[src/hw/rtl/topt_pkg.sv]
// shared constants and types for the 2-opt tour optimiser
// no dependencies
`timescale 1ns / 1ps

package topt_pkg;

    localparam int MAX_POINTS = 64;
    localparam int COORD_BITS = 16;
    localparam int ADDR_BITS  = $clog2(MAX_POINTS);
    localparam int CNT_BITS   = $clog2(MAX_POINTS + 1);
    localparam int IDX_BITS   = 6;
    // one stored entry: index, y, x
    localparam int ENTRY_BITS = IDX_BITS + 2 * COORD_BITS;
    // squared distance and gain widths
    localparam int SQ_BITS    = 2 * COORD_BITS + 1;
    localparam int GAIN_BITS  = SQ_BITS + 3;

    typedef logic [ENTRY_BITS-1:0] entry_t;
    typedef logic signed [GAIN_BITS-1:0] gain_t;

endpackage

[src/hw/rtl/two_opt_best_improvement.sv]
// Best-improvement 2-opt tour optimiser, top level.
// Uses topt_pkg and topt_ram (tour memory).
//
// Channels: s_axis takes points (tdata = coord_x, coord_y; tlast = last point).
// m_axis gives the optimised tour (tdata = out_x, out_y, point_index,
// overflow; tlast = final point). Up to MAX_POINTS points are stored; later
// ones are dropped and flagged on every output item of that tour.
// Loading accepts one point per cycle. On tlast, with at least four points
// stored, the block runs passes: each candidate pair (i, j) takes eight
// tour-memory reads, one per cycle, whose squared distances are summed into
// a gain and compared with the best; a chosen reversal costs two reads and
// two writes per swapped pair. Passes repeat until no gain is positive. The
// single read port of the tour memory is why a pair's reads go one at a time.
// Output goes through ST_EMITR, ST_EMITW and ST_EMITO for each point; the
// output register holds its item while m_axis_tready is low.
// Reset clears the point count, flags and the control state; the memory is
// not cleared. s_axis_tready is low from the last point until the final
// output item has been taken.
`timescale 1ns / 1ps

module two_opt_best_improvement (
    input  logic        clk,
    input  logic        rst_n,
    input  logic        s_axis_tvalid,
    output logic        s_axis_tready,
    input  logic [31:0] s_axis_tdata,   // coord_x[15:0], coord_y[31:16]
    input  logic        s_axis_tlast,   // last_point
    output logic        m_axis_tvalid,
    input  logic        m_axis_tready,
    output logic [39:0] m_axis_tdata,   // out_x, out_y, point_index, overflow, zero bit
    output logic        m_axis_tlast    // last_out
);

    typedef enum logic [8:0] {
        ST_LOAD  = 9'b000000001,
        ST_PAIR  = 9'b000000010,  // issue reads of four entries
        ST_CALC  = 9'b000000100,  // distance accumulation
        ST_NEXT  = 9'b000001000,  // next pair
        ST_SWAPR = 9'b000010000,  // read lo/hi
        ST_SWAPW = 9'b000100000,  // write swapped
        ST_EMITR = 9'b001000000,
        ST_EMITW = 9'b010000000,
        ST_EMITO = 9'b100000000
    } state_t;

    localparam int AB = topt_pkg::ADDR_BITS;
    localparam int CB = topt_pkg::CNT_BITS;
    localparam int W  = topt_pkg::COORD_BITS;

    state_t state_reg, state_next;
    logic [CB-1:0] count_reg;
    logic          dropped_reg;
    logic [AB-1:0] i_reg, j_reg, lo_reg, hi_reg, k_reg;
    logic [2:0]    step_reg;      // read step within a pair
    logic [3:0]    dstep_reg;     // data step, following the registered read
    topt_pkg::gain_t gain_reg, best_gain_reg;
    logic [AB-1:0] best_i_reg, best_j_reg;
    topt_pkg::entry_t a_reg, lo_ent_reg;
    logic [W:0]    dx_reg, dy_reg;
    logic          sq_vld_reg, sq_sub_reg;
    logic [2*W+1:0] sq_reg;
    logic          sq2_vld_reg, sq2_sub_reg;

    // memory port
    logic          we;
    logic [AB-1:0] waddr, raddr;
    topt_pkg::entry_t wdata, rdata;

    topt_ram #(.WIDTH(topt_pkg::ENTRY_BITS), .DEPTH(topt_pkg::MAX_POINTS)) u_tour (
        .clk(clk), .we(we), .waddr(waddr), .wdata(wdata), .raddr(raddr), .rdata(rdata)
    );

    logic in_acc;
    assign in_acc = s_axis_tvalid && s_axis_tready;
    assign s_axis_tready = (state_reg == ST_LOAD);

    // read address schedule per pair: (i,i-1),(j,j+1),(i,j+1),(j,i-1)
    logic [AB-1:0] sched_addr;
    always_comb
    begin
        case (step_reg)
            3'd0: sched_addr = i_reg;
            3'd1: sched_addr = i_reg - AB'(1);
            3'd2: sched_addr = j_reg;
            3'd3: sched_addr = j_reg + AB'(1);
            3'd4: sched_addr = i_reg;
            3'd5: sched_addr = j_reg + AB'(1);
            3'd6: sched_addr = j_reg;
            default: sched_addr = i_reg - AB'(1);
        endcase
    end

    // memory access mux
    always_comb
    begin
        we    = 1'b0;
        waddr = count_reg[AB-1:0];
        wdata = {count_reg[topt_pkg::IDX_BITS-1:0], s_axis_tdata[16 +: W], s_axis_tdata[0 +: W]};
        raddr = sched_addr;
        case (state_reg)
            ST_LOAD:
            begin
                we = in_acc && (count_reg < CB'(topt_pkg::MAX_POINTS));
            end
            ST_SWAPR:
            begin
                raddr = (step_reg == 3'd0) ? lo_reg : hi_reg;
            end
            ST_SWAPW:
            begin
                we    = 1'b1;
                waddr = (step_reg == 3'd0) ? lo_reg : hi_reg;
                wdata = (step_reg == 3'd0) ? rdata : lo_ent_reg;
            end
            ST_EMITR:
            begin
                raddr = k_reg;
            end
            default:
            begin
                we = 1'b0;
            end
        endcase
    end

    logic [W:0] ax, ay, bx, by;
    assign ax = {1'b0, a_reg[0 +: W]};
    assign ay = {1'b0, a_reg[W +: W]};
    assign bx = {1'b0, rdata[0 +: W]};
    assign by = {1'b0, rdata[W +: W]};

    logic [CB-1:0] n3;
    assign n3 = count_reg - CB'(3);

    logic [W:0] dxm, dym;
    assign dxm = dx_reg[W] ? (~dx_reg + (W+1)'(1)) : dx_reg;
    assign dym = dy_reg[W] ? (~dy_reg + (W+1)'(1)) : dy_reg;

    logic [2*W+1:0] prod_x, prod_y;
    assign prod_x = {{W+1{1'b0}}, dxm} * {{W+1{1'b0}}, dxm};
    assign prod_y = {{W+1{1'b0}}, dym} * {{W+1{1'b0}}, dym};

    // read data of a pair is taken in the cycle after its address
    logic pair_data;
    assign pair_data = (state_reg == ST_PAIR || state_reg == ST_CALC) && (dstep_reg < 4'd8)
                       && (state_reg == ST_CALC || step_reg != 3'd0);

    // state register and datapath
    always_ff @(posedge clk or negedge rst_n)
    begin
        if (!rst_n)
        begin
            state_reg     <= ST_LOAD;
            count_reg     <= '0;
            dropped_reg   <= 1'b0;
            step_reg      <= '0;
            dstep_reg     <= '0;
            sq_vld_reg    <= 1'b0;
            sq2_vld_reg   <= 1'b0;
            m_axis_tvalid <= 1'b0;
            best_gain_reg <= '0;
            best_i_reg    <= '0;
            best_j_reg    <= '0;
        end
        else
        begin
            state_reg   <= state_next;
            sq_vld_reg  <= pair_data && dstep_reg[0];
            sq2_vld_reg <= sq_vld_reg;
            case (state_reg)
                ST_LOAD:
                begin
                    if (in_acc)
                    begin
                        if (count_reg < CB'(topt_pkg::MAX_POINTS))
                        begin
                            count_reg <= count_reg + CB'(1);
                        end
                        else
                        begin
                            dropped_reg <= 1'b1;
                        end
                        i_reg         <= AB'(1);
                        j_reg         <= AB'(2);
                        step_reg      <= '0;
                        dstep_reg     <= '0;
                        best_gain_reg <= '0;
                        best_i_reg    <= '0;
                        best_j_reg    <= '0;
                        k_reg         <= '0;
                        gain_reg      <= '0;
                    end
                end
                ST_PAIR:
                begin
                    // eight reads, one per cycle; read data is registered by the memory
                    if (step_reg == 3'd7)
                    begin
                        step_reg <= '0;
                    end
                    else
                    begin
                        step_reg <= step_reg + 3'd1;
                    end
                end
                default:
                begin
                    // read step handled below in the other states
                end
            endcase

            // data side of pair reads: even steps latch a, odd form difference
            if (pair_data)
            begin
                if (!dstep_reg[0])
                begin
                    a_reg <= rdata;
                end
                else
                begin
                    dx_reg     <= ax - bx;
                    dy_reg     <= ay - by;
                    sq_sub_reg <= dstep_reg[2];
                end
                dstep_reg <= dstep_reg + 4'd1;
            end
            if (sq_vld_reg)
            begin
                sq_reg      <= prod_x + prod_y;
                sq2_sub_reg <= sq_sub_reg;
            end
            if (sq2_vld_reg)
            begin
                gain_reg <= sq2_sub_reg ? gain_reg - topt_pkg::gain_t'(sq_reg)
                                        : gain_reg + topt_pkg::gain_t'(sq_reg);
            end

            case (state_reg)
                ST_NEXT:
                begin
                    if (gain_reg > best_gain_reg)
                    begin
                        best_gain_reg <= gain_reg;
                        best_i_reg    <= i_reg;
                        best_j_reg    <= j_reg;
                    end
                    gain_reg  <= '0;
                    dstep_reg <= '0;
                    if ((CB)'(j_reg) + CB'(2) < count_reg)
                    begin
                        j_reg <= j_reg + AB'(1);
                    end
                    else
                    begin
                        i_reg <= i_reg + AB'(1);
                        j_reg <= i_reg + AB'(2);
                    end
                end
                ST_SWAPR:
                begin
                    if (step_reg == 3'd1)
                    begin
                        lo_ent_reg <= rdata;
                        step_reg   <= '0;
                    end
                    else
                    begin
                        step_reg <= step_reg + 3'd1;
                    end
                end
                ST_SWAPW:
                begin
                    if (step_reg == 3'd1)
                    begin
                        step_reg <= '0;
                        lo_reg   <= lo_reg + AB'(1);
                        hi_reg   <= hi_reg - AB'(1);
                    end
                    else
                    begin
                        step_reg <= step_reg + 3'd1;
                    end
                end
                ST_EMITO:
                begin
                    if (m_axis_tready)
                    begin
                        m_axis_tvalid <= 1'b0;
                        k_reg         <= k_reg + AB'(1);
                        if (m_axis_tlast)
                        begin
                            count_reg   <= '0;
                            dropped_reg <= 1'b0;
                        end
                    end
                end
                ST_EMITW:
                begin
                    m_axis_tvalid <= 1'b1;
                    m_axis_tdata  <= {1'b0, dropped_reg, rdata};
                    m_axis_tlast  <= ((CB)'(k_reg) + CB'(1) == count_reg);
                end
                default:
                begin
                    // output register holds its item
                end
            endcase

            // start of a pass or a reversal
            if ((state_reg == ST_NEXT && state_next == ST_SWAPR) )
            begin
                lo_reg <= (gain_reg > best_gain_reg) ? i_reg : best_i_reg;
                hi_reg <= (gain_reg > best_gain_reg) ? j_reg : best_j_reg;
            end
            if (state_reg == ST_SWAPW && state_next == ST_PAIR)
            begin
                i_reg         <= AB'(1);
                j_reg         <= AB'(2);
                best_gain_reg <= '0;
                best_i_reg    <= '0;
                best_j_reg    <= '0;
                gain_reg      <= '0;
                dstep_reg     <= '0;
            end
        end
    end

    // next state
    logic last_pair;
    assign last_pair = ((CB)'(i_reg) == n3) && ((CB)'(j_reg) + CB'(2) >= count_reg);
    logic better;
    assign better = (gain_reg > best_gain_reg);

    always_comb
    begin
        state_next = state_reg;
        case (state_reg)
            ST_LOAD:
            begin
                if (in_acc && s_axis_tlast)
                begin
                    state_next = (count_reg + ((count_reg < CB'(topt_pkg::MAX_POINTS))
                                  ? CB'(1) : CB'(0)) >= CB'(4)) ? ST_PAIR : ST_EMITR;
                end
            end
            ST_PAIR:
            begin
                if (step_reg == 3'd7)
                begin
                    state_next = ST_CALC;
                end
            end
            ST_CALC:
            begin
                if (dstep_reg == 4'd8 && !sq_vld_reg && !sq2_vld_reg)
                begin
                    state_next = ST_NEXT;
                end
            end
            ST_NEXT:
            begin
                if (!last_pair)
                begin
                    state_next = ST_PAIR;
                end
                else if (better || best_gain_reg > topt_pkg::gain_t'(0))
                begin
                    state_next = ST_SWAPR;
                end
                else
                begin
                    state_next = ST_EMITR;
                end
            end
            ST_SWAPR:
            begin
                if (lo_reg >= hi_reg)
                begin
                    state_next = ST_PAIR;
                end
                else if (step_reg == 3'd1)
                begin
                    state_next = ST_SWAPW;
                end
            end
            ST_SWAPW:
            begin
                if (step_reg == 3'd1)
                begin
                    state_next = (lo_reg + AB'(1) < hi_reg - AB'(1)) ? ST_SWAPR : ST_PAIR;
                end
            end
            ST_EMITR:
            begin
                state_next = ST_EMITW;
            end
            ST_EMITW:
            begin
                state_next = ST_EMITO;
            end
            ST_EMITO:
            begin
                if (m_axis_tready)
                begin
                    state_next = m_axis_tlast ? ST_LOAD : ST_EMITR;
                end
            end
            default:
            begin
                state_next = ST_LOAD;
            end
        endcase
    end

`ifndef NO_ASSERTIONS
    // no input item taken while optimising or emitting
    a_no_load_busy: assert property (@(posedge clk) disable iff (!rst_n)
        (state_reg != ST_LOAD) |-> !s_axis_tready)
        else $error("input accepted while busy");
    // stored count never exceeds capacity
    a_count_cap: assert property (@(posedge clk) disable iff (!rst_n)
        count_reg <= CB'(topt_pkg::MAX_POINTS))
        else $error("point count beyond capacity");
    // a reversal always has lo below hi when it starts writing
    a_swap_order: assert property (@(posedge clk) disable iff (!rst_n)
        (state_reg == ST_SWAPW) |-> (lo_reg < hi_reg))
        else $error("reversal span out of order");
    // best gain never negative
    a_gain_pos: assert property (@(posedge clk) disable iff (!rst_n)
        !best_gain_reg[topt_pkg::GAIN_BITS-1])
        else $error("best gain negative");
`endif

endmodule

[src/hw/rtl/topt_ram.sv]
// generic single-port-write, one-read synchronous ram with registered read
// no dependencies
`timescale 1ns / 1ps

module topt_ram #(
    parameter int WIDTH = 8,
    parameter int DEPTH = 64
) (
    input  logic                     clk,
    input  logic                     we,
    input  logic [$clog2(DEPTH)-1:0] waddr,
    input  logic [WIDTH-1:0]         wdata,
    input  logic [$clog2(DEPTH)-1:0] raddr,
    output logic [WIDTH-1:0]         rdata
);

    logic [WIDTH-1:0] mem [DEPTH];

    // write port and registered read
    always_ff @(posedge clk)
    begin
        if (we)
        begin
            mem[waddr] <= wdata;
        end
        rdata <= mem[raddr];
    end

endmodule
[config.mk]
export PLATFORM = sky130hd
export DESIGN_NAME = two_opt_best_improvement
export DESIGN_NICKNAME = d
export VERILOG_FILES = /design/src/hw/rtl/topt_pkg.sv /design/src/hw/rtl/two_opt_best_improvement.sv /design/src/hw/rtl/topt_ram.sv
export SDC_FILE = /design/constraint.sdc
export NUM_CORES = 2
export LEC_CHECK = 0
export ABC_AREA = 1
export BUFFER_PORTS_ARGS = -buffer_cell sky130_fd_sc_hd__buf_2
export CAP_MARGIN = 20
export CORE_MARGIN = 2
export CORE_UTILIZATION = 30
export DETAILED_ROUTE_END_ITERATION = 8
export MAX_ROUTING_LAYER = met4
export PLACE_DENSITY_LB_ADDON = 0.3
export SLEW_MARGIN = 30
export SYNTH_ARGS = -nofsm -noshare
export SYNTH_HDL_FRONTEND = slang
export SYNTH_SLANG_ARGS = --single-unit
[constraint.sdc]
create_clock -name clk -period 23.4 [get_ports clk]
set_input_delay 2.34 -clock clk [delete_from_list [all_inputs] [get_ports clk]]
set_output_delay 2.34 -clock clk [all_outputs]
set_load 0.05 [all_outputs]
# After elaboration in Yosys (flattened, before gate mapping)
# Memories as Yosys holds them, arrays and structs flattened. A register that Yosys moved wholly into a read port is not among the register bits.
# Cells that the tools add are included.
# Widths: inputs -> output; s select.
dict set report word_totals {
  reg_bits 321
  latch_bits 0
  ram_bits 2432
  romBits 0
  input_bits 37
  out_inout_bits 43
  elab_cells 211
  memories 1
}
dict set report op_classes {
  addsub 21
  mul 2
  div_mod_pow 0
  order_cmp 9
  n_eq_ne 23
  n_shift 0
  muxes 88
  bitwise_logic 3
  reduce_logical 38
}
# name words width read_ports rd_ports_with_merged_regs wr line
set memory_table {}
lappend memory_table {u_tour.mem 64 38 1 1 1 topt_ram.sv:17} ;# logic [WIDTH-1:0] mem [DEPTH];
# operator n
set ops {}
lappend ops {{$mux 36} 9}
lappend ops {{$mux 6} 32}
lappend ops {{$pmux 9 s9} 1}
lappend ops {{$mux 38} 2}
lappend ops {{$mux 7} 10}
lappend ops {{$mul 17x17->34} 2}
lappend ops {{$mux 9} 7}
lappend ops {{$add 36x35->36} 1}
lappend ops {{$gt 36x1->1 const B} 1}
lappend ops {{$gt 36x36->1} 1}
lappend ops {{$sub 36x35->36} 1}
lappend ops {{$add 17x1->17 const B} 2}
lappend ops {{$add 34x34->34} 1}
lappend ops {{$mux 17} 2}
lappend ops {{$not 17->17} 2}
lappend ops {{$sub 16x16->17} 2}
lappend ops {{$add 6x1->6 const B} 4}
lappend ops {{$mux 4} 5}
lappend ops {{$eq 9x2->1 const B} 2}
lappend ops {{$eq 9x5->1 const B} 2}
lappend ops {{$pmux 6 s3} 1}
lappend ops {{$eq 3x3->1 const B} 4}
lappend ops {{$mux 3} 4}
lappend ops {{$pmux 6 s2} 1}
lappend ops {{45 further kinds} 85}

# Depth between registers and ports, before layout
dict set report logic_depth {
  word_depth 11
  depth_mapped 44
  depth_no_buf 43
}

# Least setup slack after synthesis
# No wires, ideal clock.
dict set report synth_path {
  kind {register -> register}
  startpoint {reg dx_reg[0]}
  endpoint {reg sq_reg[33] (data pin)}
  setup_ns 0.262
  arrival_ns 7.997
  t_required_ns 23.138
  path_slack_ns 15.140
  path_stages_with_launch 39
  path_buffers 1
  synth_period_minus_slack_ns 8.260
  path_cell_list {edfxtp_1 > inv_1 > clkbuf_1 > ha_1 > nand3_1 > inv_1 > nand2_1 > nor4_1 > nand2_1 > nand2_1 > xor2_2 > clkinv_1 > nand2_1 > fa_1 > fa_1 > inv_1 > fa_1 > inv_1 > [... 3 more ...] > fa_1 > fa_1 > inv_1 > fa_1 > inv_1 > ha_1 > nand2_1 > nor2_1 > nand2_1 > nand2_1 > nand2_1 > nand3_1 > nand2_1 > nand2_1 > nand2_1 > nand2_1 > a21oi_1 > xor2_1}
}
dict set report synth_via {
  elab_chain_len 5
}
# item line
set synth_lines {}
lappend synth_lines {{from (decl)} two_opt_best_improvement.sv:59} ;# logic [W:0] dx_reg, dy_reg;
lappend synth_lines {{from (signal assigned)} two_opt_best_improvement.sv:221} ;# dx_reg <= ax - bx;
lappend synth_lines {{$not 17->17} two_opt_best_improvement.sv:136} ;# assign dxm = dx_reg[W] ? (~dx_reg + (W+1)'(1)) : dx_reg;
lappend synth_lines {{$add 17x1->17} two_opt_best_improvement.sv:136}
lappend synth_lines {{$mux 17 *} two_opt_best_improvement.sv:136}
lappend synth_lines {{$mul 17x17->34 *} two_opt_best_improvement.sv:140} ;# assign prod_x = {{W+1{1'b0}}, dxm} * {{W+1{1'b0}}, dxm};
lappend synth_lines {{$add 34x34->34 *} two_opt_best_improvement.sv:229} ;# sq_reg <= prod_x + prod_y;
lappend synth_lines {{to (signal assigned)} two_opt_best_improvement.sv:229}
lappend synth_lines {{to (decl)} two_opt_best_improvement.sv:61} ;# logic [2*W+1:0] sq_reg;
# Mark *: on every way between the ends. The rest lies on a longest branch, timed or not.
# A chain may end at the register's enable or synchronous reset.

# Worst setup path after layout
# Same ends and word-level chain as after synthesis.

==> results.cfg <==
[sta]
slew_headroom = 0.299
worstMarginPinSlew_ps = 1050
post_route_minimum_period_ps = 9830
max_clock_freq_mhz = 102
total_neg_setup_slack_ps = 0
rsz0062_at_grt = false
fin_worst_skew_ps = 80.1
setup-violations-final = 0
slew_viol_final = 0
final_min_period_over_clock_period = 0.420
final-hold-violation-count = 0

[run_status]
result_of_the_run = completed

[floorplan]
die_height_microns = 699
floorplan.die_area_sq_um = 489000
rows = 255
initial_utilization = 0.301
core_area_sq_um = 482000
number_of_primary_i_o_pins = 80
fp.dieW_microns = 699

[synth]
synth.cell_area_sq_um = 145000
synth_enable_flop_cells = 2678
synthMostInstantiatedCell = edfxtp_1
async_reset_ff_frac = 0.0269
netlist.area_leader.share = 0.554
dominantRegCellSynth = edfxtp_1
post_synth_num_cell_types = 65
synth_top_area_cells = edfxtp_1, nand3_1, nand2_1
synth.yosys.seq_area_share = 0.573
commonest_cells_in_the_synthesized_netlist = edfxtp_1, nand2_1, inv_1
avgSynthCellArea_sq_um = 10.3
synth_warnings = 0
syn_inst = 14124
synth_seq_cells = 2791
synth_top_area_cell = edfxtp_1

[power_and_ir_drop]
power.clock.fraction = 0.245
netSwitchingPower_w = 0.00897
internal_power_contribution_w = 0.0111
p_seq_frac = 0.290
combinationalPowerShare = 0.466
power_switching_share = 0.447
power.ir.vdd_worst_uv = 145
total_leakage_power_nw = 66.5
cellPowerDensity_nw_per_um2 = 123

[clocking]
clock_tree.buffer_depth = 4
cts_hold_buf = 0
cts.htree.levels = 5
clk-insertion-delay-late_ps = 950
post_cts_buffers = 0
tritoncts_num_sinks = 2791
clock-root-buffer = clkbuf_16
cts_repair_resize_count = 0
clk_transition_reported_paths_ps = 50
cts_tree = built
cts_inserted_buffers = 318

[critical_path]
timing_worst_setup_path_type = flip-flop to flip-flop
cpMaxStageDelayCell = xor2_2
worstReg2RegStart = dx_reg[0]
timing.critical_path.to_type = flip-flop
worstPathBufferInverterCount = 8
cp-startpoint = dx_reg[0]
worst-endpoint-arrival_ps = 10480
worstPathMaxFanout = 14
timing.critical_path.from_type = flip-flop
cp_top_family = adder cells
critPathRequiredTime_ps = 24050
max_stage_delay_ps = 570
critPathMostFrequentCell = nand2_1

[route]
detailed_route_via_count = 101115
average_wire_length_per_cell_after_detail_routing_microns = 22.1
post-route-drc-count = 0
wirelength_mm = 459
postRouteAntennaNets = 0
via_per_inst = 4.88
drt_first_iter_violations = 10632
firstDrtPassIters = 8

[final_layout]
largest-register = u_tour.mem
registers_with_the_most_flip_flops = u_tour.mem x2432, m_axis_tdata x39
n_fill_cell = 48410
design.final.nets = 14870
area_taken_by_multi_input_logic_gates_sq_um = 50000
area.growth.synth_to_final_pct = 12.6
ff_latch_area_sq_um = 83100
largest_register_ff_count = 2432
post-route-cell-area_sq_um = 163000
post_route_cells_drive_above_1_share = 0.0641

[global_routing]
grt_first_pass_wirelength_mm = 671
largest_net_degree_at_the_start_of_global_routing = 194
grt_antenna_before_repair = 23
first_global_vias = 97640
grt_overflow = 0
grt_util_all_layers = 0.188

[hold_path]
min_from = sq_vld_reg
min_path_type = flip-flop to flip-flop

[place]
gp_congestion = 0.879
dpl.hpwl_mm = 259
placement.io_buffers = 78
place_area_sq_um = 153000

[job]
maxCapViolations = 0
==> placed cells by master (no fill, tap or decap), types with 9 or more instances in the layout <==
cell type | netlist | layout
clkinv_2 | 0 | 48
nor3_1 | 52 | 47
buf_12 | 0 | 12
clkinv_1 | 11 | 79
dfxtp_1 | 38 | 38
edfxtp_1 | 2678 | 2678
nor2_4 | 1 | 58
nor4_1 | 25 | 19
xnor2_1 | 42 | 42
o21ai_4 | 0 | 30
o21bai_1 | 17 | 16
inv_2 | 17 | 13
clkbuf_1 | 165 | 77
nand4_1 | 95 | 95
nand2_1 | 2556 | 2555
nand3b_1 | 809 | 809
o22ai_1 | 9 | 9
bufinv_16 | 0 | 21
nor2_1 | 499 | 442
dfrtp_1 | 74 | 74
o21ai_0 | 194 | 163
inv_1 | 2520 | 2518
buf_4 | 23 | 205
xor2_1 | 120 | 120
buf_2 | 513 | 77
o211ai_1 | 9 | 9
a31oi_1 | 11 | 9
clkbuf_16 | 0 | 322
or2_2 | 12 | 12
nand3_1 | 2514 | 2513
conb_1 | 2 | 26
a21o_1 | 16 | 16
ha_1 | 335 | 335
fa_1 | 448 | 448
a21oi_1 | 203 | 197
==> power by group through the flow <==
stage / combinational, W / sequential, W / clock, W
finish: 0.00935 / 0.00581 / 0.00491
global route: 0.0102 / 0.00582 / 0.00517
CTS: 0.00934 / 0.00581 / 0.00499
detailed placement: 0.00931 / 0.00592 / 0
global placement: 0.00929 / 0.00592 / 0
floorplan: 0.00613 / 0.00584 / 0
==> routing by layer <==
layer  GRT usage  vias to the layer above  share of wire
met3      0.0257                      661          0.070
met4      0.0468                        0          0.027
li1            -                    46681              -
met1       0.256                    50276           0.44
met5           -                        -              0
met2       0.296                     3497           0.46
==> final timing paths <==
path	slack (ps)	depth (start not counted)	to
hold reg to reg	400	0	sq2_vld_reg
hold / removal	400	0	sq2_vld_reg
min in group asynchronous	1480	1	best_gain_reg[31]
max in group asynchronous	20660	2	best_gain_reg[4]
setup / recovery	13570	37	sq_reg[33]
setup reg to reg	13570	37	sq_reg[33]
==> stage by stage <==
step	util	hold slack (ps)	total power (W)	setup slack (ps)	instances
final	0.339	401	0.0201	13570	20736
after global routing	0.339	425	0.0212	12920	20732
after CTS	0.339	400	0.0201	13670	20726
after detailed placement	0.318	387	0.0152	13640	20152
after global placement	0.317	396	0.0152	13740	20144
after floorplan	-	375	0.0120	15140	14148
==> layout make-up <==
| type | count | area share |
|---|---|---|
| multi-input cells | 8078 | 0.306 |
| well taps | 6425 | 0.0492 |
| diodes | 7 | 0.000107 |
| clock buffers | 406 | 0.0517 |
| repair buffers | 311 | 0.0152 |
| clock inverters | 168 | 0.00997 |
| inverters | 2550 | 0.0589 |
| flip-flops and latches | 2791 | 0.509 |
==> cells by family after synthesis <==
| kind of cell | count (synthesis) | share of synthesized area |
|---|---|---|
| AND/OR/NAND/NOR | 6588 | 0.217 |
| buffers and inverters | 3279 | 0.0901 |
| flip-flops | 2791 | 0.573 |
| adder cells (fa/ha/maj) | 783 | 0.0907 |
| AO/OA/AOI/OAI | 517 | 0.0200 |
| XOR/XNOR | 163 | 0.00989 |
| other | 2 | 0.0000518 |
| multiplexers | 1 | 0.0000690 |
Power figures use the tool's default switching activity.
